$ cat src/rtl/core/vlq_varint_decoder_defines.svh
// ----------------------------------------------------------------------------
// VLQ varint decoder assertion macros
// Shared assertion helpers for the decoder RTL, clocked on clk_i and
// disabled while rst_ni is low.
// ----------------------------------------------------------------------------
`ifndef VLQ_VARINT_DECODER_DEFINES_SVH
`define VLQ_VARINT_DECODER_DEFINES_SVH

// Assert that a property holds at every rising edge outside of reset.
`define VLQ_ASSERT(label, prop, msg) \
  label: assert property (@(posedge clk_i) disable iff (!rst_ni) (prop)) \
    else $error(msg);

// Assert that a condition is never true outside of reset.
`define VLQ_ASSERT_NEVER(label, cond, msg) \
  `VLQ_ASSERT(label, !(cond), msg)

`endif

$ cat src/rtl/core/vlq_pkg.sv
// ----------------------------------------------------------------------------
// VLQ decoder package
// Constants and word types shared by the decoder and its channel interfaces.
// ----------------------------------------------------------------------------
package vlq_pkg;

  // Largest number of bytes in one value; the value ends after this many.
  localparam int unsigned MaxBytes = 10;

  localparam int unsigned ByteW  = 8;
  localparam int unsigned ValueW = 64;
  localparam int unsigned CountW = 4;
  localparam int unsigned GroupW = 7;

  // Most negative 64-bit number, given for an encoded one.
  localparam logic [ValueW-1:0] SignMin = {1'b1, {(ValueW-1){1'b0}}};

  // Input word: one encoded byte.
  typedef struct packed {
    logic [ByteW-1:0] in_byte;
  } vlq_in_t;

  // Output word: one decoded value in both readings.
  typedef struct packed {
    logic [ValueW-1:0]        unsigned_value;
    logic signed [ValueW-1:0] signed_value;
    logic [CountW-1:0]        byte_count;
    logic                     cut_short;
  } vlq_out_t;

endpackage

$ cat src/rtl/core/vlq_if.sv
// ----------------------------------------------------------------------------
// VLQ decoder channel interfaces
// Valid/ready channels for encoded bytes and for decoded values.
// ----------------------------------------------------------------------------

// Channel that carries one encoded byte per word.
interface vlq_byte_if;
  logic            valid;
  logic            ready;
  vlq_pkg::vlq_in_t data;

  modport source (output valid, output data, input ready);
  modport sink (input valid, input data, output ready);
endinterface

// Channel that carries one decoded value per word.
interface vlq_value_if;
  logic              valid;
  logic              ready;
  vlq_pkg::vlq_out_t data;

  modport source (output valid, output data, input ready);
  modport sink (input valid, input data, output ready);
endinterface

$ cat src/rtl/core/vlq_varint_decoder.sv
// ----------------------------------------------------------------------------
// VLQ varint decoder
// Decodes big-endian base-128 variable-length integers, one byte per word.
// ----------------------------------------------------------------------------
// The decoder takes one encoded byte per cycle on byte_i while value_o is not
// stalled, and gives one word on value_o for each finished value: the unsigned
// value, its signed reading, the number of bytes used and a flag for a value
// cut off at the ten-byte limit. Each byte is first captured in an input
// register; the accumulator shift-and-merge, the end test and the signed
// mapping then run in one pass from it into the result register, which
// drives value_o.
// The accumulator feedback keeps the rate at one byte per cycle between stalls.
// A stalled result holds both stages; the byte input keeps accepting as
// long as the input register is empty or moving on.
// ----------------------------------------------------------------------------
`include "vlq_varint_decoder_defines.svh"

module vlq_varint_decoder (
  input  logic        clk_i,
  input  logic        rst_ni,
  vlq_byte_if.sink    byte_i,
  vlq_value_if.source value_o
);
  import vlq_pkg::*;

  localparam logic [CountW-1:0] LastCount = CountW'(MaxBytes);

  // Input stage.
  logic             in_valid_q;
  logic [ByteW-1:0] in_byte_q;

  // Decoder state.
  logic [ValueW-1:0] acc_q, acc_d;
  logic [CountW-1:0] seen_q, seen_d;

  // Result stage.
  logic     res_valid_q, res_valid_d;
  vlq_out_t res_q, res_d;

  // Stage handshakes.
  logic advance;
  logic consume;
  logic in_take;

  // Datapath terms.
  logic [ValueW-1:0] acc_merge;
  logic [ValueW-1:0] acc_half;
  logic [CountW-1:0] count;
  logic              more;
  logic              done;
  logic [ValueW-1:0] signed_bits;

  // The result stage moves when it is empty or its word is taken.
  assign advance = !res_valid_q || value_o.ready;
  assign consume = in_valid_q && advance;
  assign byte_i.ready = !in_valid_q || advance;
  assign in_take = byte_i.valid && byte_i.ready;

  assign value_o.valid = res_valid_q;
  assign value_o.data  = res_q;

  // Shift in the next group and decide whether the value ends here.
  assign acc_merge = {acc_q[ValueW-GroupW-1:0], in_byte_q[GroupW-1:0]};
  assign acc_half  = {1'b0, acc_merge[ValueW-1:1]};
  assign count     = seen_q + CountW'(1);
  assign more      = in_byte_q[ByteW-1];
  assign done      = !more || (count >= LastCount);

  // Signed reading: even values halve, odd ones halve and negate, and an
  // encoded one gives the most negative number.
  always_comb begin
    if (!acc_merge[0]) begin
      signed_bits = acc_half;
    end else if (acc_merge == ValueW'(1)) begin
      signed_bits = SignMin;
    end else begin
      signed_bits = ValueW'(0) - acc_half;
    end
  end

  // Next state of the accumulator and the result register.
  always_comb begin
    acc_d       = acc_q;
    seen_d      = seen_q;
    res_valid_d = res_valid_q;
    res_d       = res_q;
    if (advance) begin
      res_valid_d = 1'b0;
    end
    if (consume) begin
      if (done) begin
        acc_d                = '0;
        seen_d               = '0;
        res_valid_d          = 1'b1;
        res_d.unsigned_value = acc_merge;
        res_d.signed_value   = signed_bits;
        res_d.byte_count     = count;
        res_d.cut_short      = more;
      end else begin
        acc_d  = acc_merge;
        seen_d = count;
      end
    end
  end

  // Control registers.
  always_ff @(posedge clk_i or negedge rst_ni) begin
    if (!rst_ni) begin
      in_valid_q  <= 1'b0;
      res_valid_q <= 1'b0;
      acc_q       <= '0;
      seen_q      <= '0;
    end else begin
      if (byte_i.ready) begin
        in_valid_q <= byte_i.valid;
      end
      res_valid_q <= res_valid_d;
      acc_q       <= acc_d;
      seen_q      <= seen_d;
    end
  end

  // Payload registers.
  always_ff @(posedge clk_i) begin
    if (in_take) begin
      in_byte_q <= byte_i.data.in_byte;
    end
    res_q <= res_d;
  end

  // Checks on the decoder's own state.
  `VLQ_ASSERT(a_seen_below_limit, seen_q < LastCount, "byte count passed the limit")
  `VLQ_ASSERT(a_count_range,
              res_valid_q |-> (res_q.byte_count != '0 && res_q.byte_count <= LastCount),
              "result byte count out of range")
  `VLQ_ASSERT(a_cut_at_limit,
              (res_valid_q && res_q.cut_short) |-> (res_q.byte_count == LastCount),
              "cut-short result below the byte limit")
  `VLQ_ASSERT(a_stall_holds_state,
              (res_valid_q && !value_o.ready) |=> ($stable(acc_q) && $stable(seen_q)),
              "accumulator moved while the result stalled")

endmodule
$ cat src/flat_wrapper.sv
// flat-port wrapper written by rule: the top's interface ports become plain ports
module vlq_varint_decoder_flat import vlq_pkg::*;
  (clk_i, rst_ni, byte_i_valid, byte_i_data, byte_i_ready, value_o_valid, value_o_data, value_o_ready);
  vlq_byte_if byte_i_i ();
  vlq_value_if value_o_i ();
  input  logic clk_i;
  input  logic rst_ni;
  input wire logic [$bits(byte_i_i.valid)-1:0] byte_i_valid;
  input wire logic [$bits(byte_i_i.data)-1:0] byte_i_data;
  output wire logic [$bits(byte_i_i.ready)-1:0] byte_i_ready;
  output wire logic [$bits(value_o_i.valid)-1:0] value_o_valid;
  output wire logic [$bits(value_o_i.data)-1:0] value_o_data;
  input wire logic [$bits(value_o_i.ready)-1:0] value_o_ready;
  assign byte_i_i.valid = byte_i_valid;
  assign byte_i_i.data = byte_i_data;
  assign byte_i_ready = byte_i_i.ready;
  assign value_o_valid = value_o_i.valid;
  assign value_o_data = value_o_i.data;
  assign value_o_i.ready = value_o_ready;
  vlq_varint_decoder u_core (.clk_i(clk_i), .rst_ni(rst_ni), .byte_i(byte_i_i), .value_o(value_o_i));
endmodule
$ cat config.mk
export PLATFORM = sky130hd
export DESIGN_NAME = vlq_varint_decoder_flat
export DESIGN_NICKNAME = d
export VERILOG_FILES = /design/src/rtl/core/vlq_pkg.sv /design/src/rtl/core/vlq_if.sv /design/src/rtl/core/vlq_varint_decoder.sv /design/src/flat_wrapper.sv
export VERILOG_INCLUDE_DIRS = /design/src /design/src/rtl/core
export SDC_FILE = /design/constraint.sdc
export NUM_CORES = 1
export LEC_CHECK = 0
export ABC_CLOCK_PERIOD_IN_PS = 12090
export BUFFER_PORTS_ARGS = -buffer_cell sky130_fd_sc_hd__buf_2
export CORE_MARGIN = 2
export CORE_UTILIZATION = 25
export CTS_BUF_LIST = sky130_fd_sc_hd__clkbuf_8
export DETAILED_ROUTE_END_ITERATION = 12
export MAX_ROUTING_LAYER = met4
export PLACE_DENSITY = 0.43
export SLEW_MARGIN = 20
export SYNTH_ARGS = -nofsm -noshare
export SYNTH_HDL_FRONTEND = slang
export SYNTH_SLANG_ARGS = --single-unit
$ cat constraint.sdc
create_clock -name clk_i -period 12.09 [get_ports clk_i]
set_input_delay 1.8135 -clock clk_i [delete_from_list [all_inputs] [get_ports clk_i]]
set_output_delay 1.8135 -clock clk_i [all_outputs]
set_load 0.01 [all_outputs]
==> flow_metrics.tcl, run 1 <==
set metrics [dict create \
    status "finished, final reports clean" \
    rsz0062_at_grt "no" \
    syn_area_um2 8520 \
    clkTransAtPathRegs_ns 0.06 \
    layout_commonest_cell "buf_2" \
    layout_setup_ws_ns 8.02 \
    slew_violations 0 \
    ys_ff_latch 204 \
    fmax_ghz 0.246 \
    die-width_um 189 \
    fin_crit_sh 0.336 \
    port-buffer-count 146 \
    globalplace.congestion 0.745 \
    final_cell_mix "buf_2 (146), edfxtp_1 (141), dfrtp_1 (63)" \
    grt_pass1_wl_um 36800 \
    synthCells 607 \
    cts_setup_buffers 0 \
    std_cell_rows 67 \
    initial_core_util 0.254 \
    crit_path_cell_trace "buf_2, nand3b_1, buf_2" \
    ys_seq_area_frac 0.682 \
    avgSynthCellArea_um2 14.0 \
    place_hpwl_um 15300 \
    cts-root-buf "clkbuf_8" \
    drtIter0Drc 383 \
    crit_type "primary input to output port" \
    critPathLaunchType "primary input" \
    n_antenna_cell 0 \
    required_ns 10.28 \
    setup_tns_ns 0 \
    hold_class "flip-flop to flip-flop" \
    grt_start_max_net_pins 71 \
    yosysUniqueCellTypes 51 \
    endpoint_kind "output port" \
    track_usage 0.138 \
    first_pass_iters 5 \
    ys.flop_type "edfxtp_1" \
    ys_warn_count 0 \
    async_reset_ff_frac 0.309 \
    cellPowerDensity_nw_per_um2 167 \
    antenna_left 0 \
    pre_cts_ws_ns 8.03 \
    grt_pass1_vias 5795 \
    ctsResizeCount 0 \
    drv_cap 0 \
    power.leakage_nw 4.35 \
    drt-total-wl_um 24000 \
    ctsHoldBuffers 0 \
    htreeDepth 2 \
    slew_headroom 0.372 \
    hold_viol_final 0 \
    core_um2 33500 \
    final_core_util 0.312 \
    min_period_ns 4.07 \
    fin_skew_ns 0.0316 \
    antenna_found_initial 0 \
    cts_tree "done" \
    worst_ep_arrival_time_ns 2.25 \
    wl_per_cell_um 19.3 \
    syn_nets 622 \
    crit_top_cell "buf_2" \
    die_area_um2 35600 \
    area_growth_pct 22.9 \
    synth_edf_count 141 \
    pin_count 147 \
    cp_slowest_stage_delay_ns 0.18 \
    grt_overflow_total 0 \
    clkLatencyLatePin_ns 0.54 \
    die_h_um 189 \
    crit_fanout 3 \
    crit_slowest_cell "nand3b_1" \
    clock_path_buffers 3 \
    cts_sinks 204 \
    numCtsBuffers 40 \
    irDropWorstVdd_v 0.000116 \
    drc 0 \
    setup_violations 0 \
    fin_nets 780 \
    route.vias.total 5664 \
    viasPerCell 4.55 \
    worst_slew_pin_slew_ns 0.942 \
    drive_gt1_frac 0.296 \
]
-- path summary, 6_finish.rpt --
kind                                      from                      end  slack, ns  cells after the start
max in group asynchronous               rst_ni        u_core.in_valid_q      10.06                      2
min in group asynchronous               rst_ni          u_core.acc_q[5]       1.47                      2
setup / recovery                 value_o_ready             byte_i_ready       8.02                      3
hold / removal                u_core.seen_q[3]         u_core.seen_q[3]       0.50                      2
setup reg to reg           u_core.in_byte_q[2]  u_core.value_o.data[49]       8.79                      7
hold reg to reg               u_core.seen_q[3]         u_core.seen_q[3]       0.50                      2
-- registers in the layout (all words and copies together) (netlist names) --
signal,cells
u_core.acc_q,57
u_core.value_o.data,133
u_core.seen_q,4
u_core.in_byte_q,8
u_core.in_valid_q,1
u_core.value_o.valid,1
-- metrics by stage --
step           instance area, um2  hold WS [ns]  total power [mW]  std cells
4_1_cts                     10500         0.504              1.78       1245
3_5_place_dp                 9700         0.476              1.10       1171
6_report                    10500         0.500              1.75       1245
5_1_grt                     10500         0.511              1.84       1245
3_3_place_gp                 9700         0.474              1.10       1171
2_1_floorplan                8520         0.420              1.01        607
-- power by group --
group | leakage [nW] | switching [mW] | internal [mW] | total, mW
clock network | 0.457 | 0.297 | 0.361 | 0.659
registers | 2.20 | 0.0444 | 0.810 | 0.855
logic | 1.69 | 0.150 | 0.0818 | 0.232
-- worst max-delay path: cells and delay by family --
| family | cells | cell delay, ns |
|---|---|---|
| buf+inv | 2 | 0.26 |
| simple gates | 1 | 0.18 |
-- area by class of cell --
type / count / area (um2)
Fill cell: 3479 / 23100
Timing Repair Buffer: 153 / 783
Tap cell: 448 / 561
Clock buffer: 45 / 619
Sequential cell: 204 / 5810
Clock inverter: 29 / 146
Multi-Input combinational cell: 345 / 2470
Inverter: 21 / 78.8
-- kinds of logic (layout without fill, tap and decap cells) --
| logic type | count (synthesis) | in the layout | share of synthesized area |
|---|---|---|---|
| and+or+nand+nor | 151 | 151 | 0.105 |
| muxes | 10 | 10 | 0.0118 |
| xor gates and xnor gates | 50 | 50 | 0.0514 |
| adders and majority gates | 3 | 3 | 0.00441 |
| DFF | 204 | 204 | 0.682 |
| AOI/OAI and AO/OA | 131 | 131 | 0.115 |
| buffers and inverters | 58 | 248 | 0.0297 |
-- routing by layer --
layer	up-vias	wire length [um]	GRT usage	part of all wire
li1	2630	-	-	-
met1	2799	11300	0.191	0.47
met2	191	10700	0.204	0.45
met3	44	1560	0.0317	0.065
met4	0	451	0.0382	0.019
met5	-	0	-	0
-- Yosys cell counts, types with 3 or more instances --
cell type	n	area (um2)
or2_2	6	37.5
inv_1	21	78.8
nand2b_1	3	18.8
edfxtp_1	141	4230
o41ai_2	7	114
xor2_1	18	158
nor4_1	12	75.1
o21ai_0	41	205
mux2i_1	10	100
or4_1	9	67.6
nor3_1	18	90.1
nand2_1	36	135
a31oi_1	4	25.0
nor2_1	26	97.6
a22o_1	46	403
clkbuf_1	26	97.6
xnor2_1	32	280
o31ai_1	14	105
ha_1	3	37.5
o41ai_1	3	26.3
buf_6	3	33.8
or4_4	3	33.8
nand3_1	9	45.0
nand4_1	4	25.0
a21oi_1	8	40.0
nand4_2	3	37.5
or3_1	6	37.5
buf_2	3	15.0
dfrtp_1	63	1580
Power figures use the tool's default switching activity.
==> inputs of run 2 (changes only) <==
--- a/config.mk
+++ b/config.mk
@@ -6,14 +6,15 @@
 export SDC_FILE = /design/constraint.sdc
 export NUM_CORES = 1
 export LEC_CHECK = 0
-export ABC_CLOCK_PERIOD_IN_PS = 12090
+export ABC_AREA = 1
+export ABC_CLOCK_PERIOD_IN_PS = 3450
 export BUFFER_PORTS_ARGS = -buffer_cell sky130_fd_sc_hd__buf_2
 export CORE_MARGIN = 2
 export CORE_UTILIZATION = 25
 export CTS_BUF_LIST = sky130_fd_sc_hd__clkbuf_8
 export DETAILED_ROUTE_END_ITERATION = 12
 export MAX_ROUTING_LAYER = met4
-export PLACE_DENSITY = 0.43
+export PLACE_DENSITY = 0.44
 export SLEW_MARGIN = 20
 export SYNTH_ARGS = -nofsm -noshare
 export SYNTH_HDL_FRONTEND = slang
==> constraint.sdc (replaced) <==
create_clock -name clk_i -period 3.45 [get_ports clk_i]
set_input_delay 0.5175 -clock clk_i [delete_from_list [all_inputs] [get_ports clk_i]]
set_output_delay 0.5175 -clock clk_i [all_outputs]
set_load 0.01 [all_outputs]
==> run 2 against run 1 <==
  * Synthesized area is 10% higher
  * Design area is 9.5% higher
  * Flip-flop and latch count stayed put
  * Clock skew is 0.0087 ns lower
  * Largest power group unchanged
==> flow_metrics.tcl, run 2 <==
set metrics [dict create \
    setup_tns_ns 0 \
    die-width_um 198 \
    power.leakage_nw 5.49 \
    irDropWorstVdd_v 0.000236 \
    fin_crit_sh 0.627 \
    htreeDepth 2 \
    r2r-start "u_core.in_byte_q[0]" \
    die_h_um 198 \
    drc 0 \
    drtIter0Drc 586 \
    crit_type "flip-flop to flip-flop" \
    std_cell_rows 71 \
    drv_cap 0 \
    ys.flop_type "edfxtp_1" \
    reg2reg_setup_slack_ns 1.29 \
    status "finished, final reports clean" \
    grt_pass1_vias 7380 \
    yosysUniqueCellTypes 27 \
    clock_path_buffers 3 \
    ctsResizeCount 0 \
    wl_per_cell_um 17.6 \
    cellPowerDensity_nw_per_um2 596 \
    stdcell_area_um2 11500 \
    yosysTopAreaCellShare 0.450 \
    route.vias.total 7230 \
    finalPower_mw 6.83 \
    final_cell_mix "nand2_1 (387), nor2_1 (150), buf_2 (146)" \
    hold_class "primary input to flip-flop" \
    endpoint_kind "flip-flop" \
    yosys-top-cells-count "nand2_1 (388), nor2_1 (151), edfxtp_1 (141), inv_1 (83), dfrtp_1 (63)" \
    min_from "byte_i_data[4]" \
    setup_violations 0 \
    antenna_left 0 \
    syn_area_um2 9410 \
    gr-max-usage-layer "met2" \
    globalplace.congestion 0.894 \
    core_um2 37400 \
    crit_fanout 35 \
    rsz0062_at_grt "no" \
    pin_count 147 \
    track_usage 0.160 \
    r2r-end "u_core.value_o.data[29]" \
    min_period_ns 2.16 \
    cts-root-buf "clkbuf_8" \
    ys_seq_area_frac 0.618 \
    viasPerCell 4.19 \
    clkLatencyLatePin_ns 0.53 \
    hold_viol_final 0 \
    cts_sinks 204 \
    postPlaceCellArea_um2 10700 \
    cts_tree "done" \
    first_pass_iters 4 \
    gr-usage-met2 0.249 \
    port-buffer-count 146 \
    fin_nets 1201 \
    cts_setup_buffers 0 \
    slew_headroom 0.396 \
    regArea_um2 5810 \
    fin_cells 1726 \
    synthCells 1016 \
    hold_depth 1 \
    clkTransAtPathRegs_ns 0.06 \
    multi_input_area_um2 3130 \
    synth_most_common_cell "nand2_1" \
    required_ns 3.70 \
    synth_top_area_cell "edfxtp_1" \
    ys_ff_latch 204 \
    met1_usage 0.213 \
    grt_overflow_total 0 \
    die_area_um2 39200 \
    dp.cells 1657 \
    min_to "u_core.in_byte_q[4]" \
    drive_gt1_frac 0.198 \
    fmax_ghz 0.462 \
    drt-total-wl_um 30400 \
    avgSynthCellArea_um2 9.26 \
    numCtsBuffers 38 \
    async_reset_ff_frac 0.309 \
    n_antenna_cell 0 \
    antenna_found_initial 0 \
    grt_use_met3 0.0305 \
    worst_slew_pin_slew_ns 0.907 \
    ctsHoldBuffers 0 \
    synth_edf_count 141 \
    final_core_util 0.306 \
    grt_start_max_net_pins 75 \
    synthTopCellsByArea "edfxtp_1 (45%), dfrtp_1 (17%), nand2_1 (15%)" \
    worst_ep_arrival_time_ns 2.42 \
    initial_core_util 0.252 \
    ys_warn_count 0 \
    largest_reg_flops 133 \
    syn_nets 1031 \
    slew_violations 0 \
    layout_commonest_cell "nand2_1" \
    critPathLaunchType "flip-flop" \
    fillers 4014 \
    area_growth_pct 21.8 \
    place_hpwl_um 21700 \
    grt_pass1_wl_um 45500 \
    fin_skew_ns 0.0229 \
    reg2reg_depth 8 \
]
-- run 2: cell count changes in the layout (fill, tap and decap cells not counted), moves of 12 or more --
| cell | before | now |
|---|---|---|
| nor3_1 | 18 | 0 |
| nor2_1 | 25 | 150 |
| nand2_1 | 35 | 387 |
| nor2_2 | 1 | 15 |
| o21ai_0 | 41 | 13 |
| nand3_1 | 9 | 49 |
| xnor2_1 | 32 | 8 |
| nor4_1 | 12 | 0 |
| inv_1 | 40 | 98 |
| o31ai_1 | 14 | 1 |
| a22o_1 | 46 | 0 |
-- run 2: through the flow --
step,hold WS [ns],worst slack [ns]
floorplan,0.222,-0.00246
global placement,0.433,1.15
detailed placement,0.450,1.18
CTS,0.129,1.26
global route,0.129,1.12
finish,0.162,1.29
-- run 2: cell families (layout without fill, tap and decap cells) --
logic type	Yosys count	count (layout)	synth area share
compound gates	31	31	0.0204
xor+xnor	35	35	0.0326
fa+ha+maj	3	3	0.00399
buf+inv	109	308	0.0505
flops	204	204	0.618
simple gates	634	634	0.275
-- run 2: cell type report --
cell class	instances	share of cell area
Timing Repair Buffer	155	0.0718
Clock inverter	30	0.0176
Multi-Input combinational cell	703	0.273
Clock buffer	39	0.0468
Tap cell	511	0.0558
Sequential cell	204	0.507
Inverter	84	0.0276
-- run 2: report_power, final --
part           leakage, nW  switching, mW  internal, mW  total, mW
logic                 2.86           1.02         0.427       1.44
clock network        0.436           1.03          1.28       2.30
registers             2.19          0.187          2.89       3.08
total                 5.49           2.23          4.60       6.83
-- run 2: worst max-delay path by stage --
stage	cells after the start	from	endpoint
2_1_floorplan	6	u_core.seen_q[0]	u_core.value_o.data[0]
3_3_place_gp	6	value_o_ready	u_core.value_o.data[88]
3_5_place_dp	6	value_o_ready	u_core.value_o.data[88]
4_1_cts	7	u_core.seen_q[0]	u_core.value_o.data[88]
5_1_grt	7	u_core.seen_q[0]	u_core.value_o.data[41]
6_report	8	u_core.in_byte_q[0]	u_core.value_o.data[29]
-- run 2: worst max-delay path, stage by stage, from the launching register on --
cell      delay, ns
edfxtp_1       0.40
buf_4          0.40
nand3_1        0.13
nor2_1         0.16
nand2_1        0.11
nor2_2         0.14
nand2_4        0.16
clkinv_2       0.28
a21oi_1        0.10
-- run 2: routing by layer --
metal  up-vias  wire length, um
li1       3593                -
met5         -                0
met1      3397            14500
met2       195            13700
met4         0              694
met3        45             1510
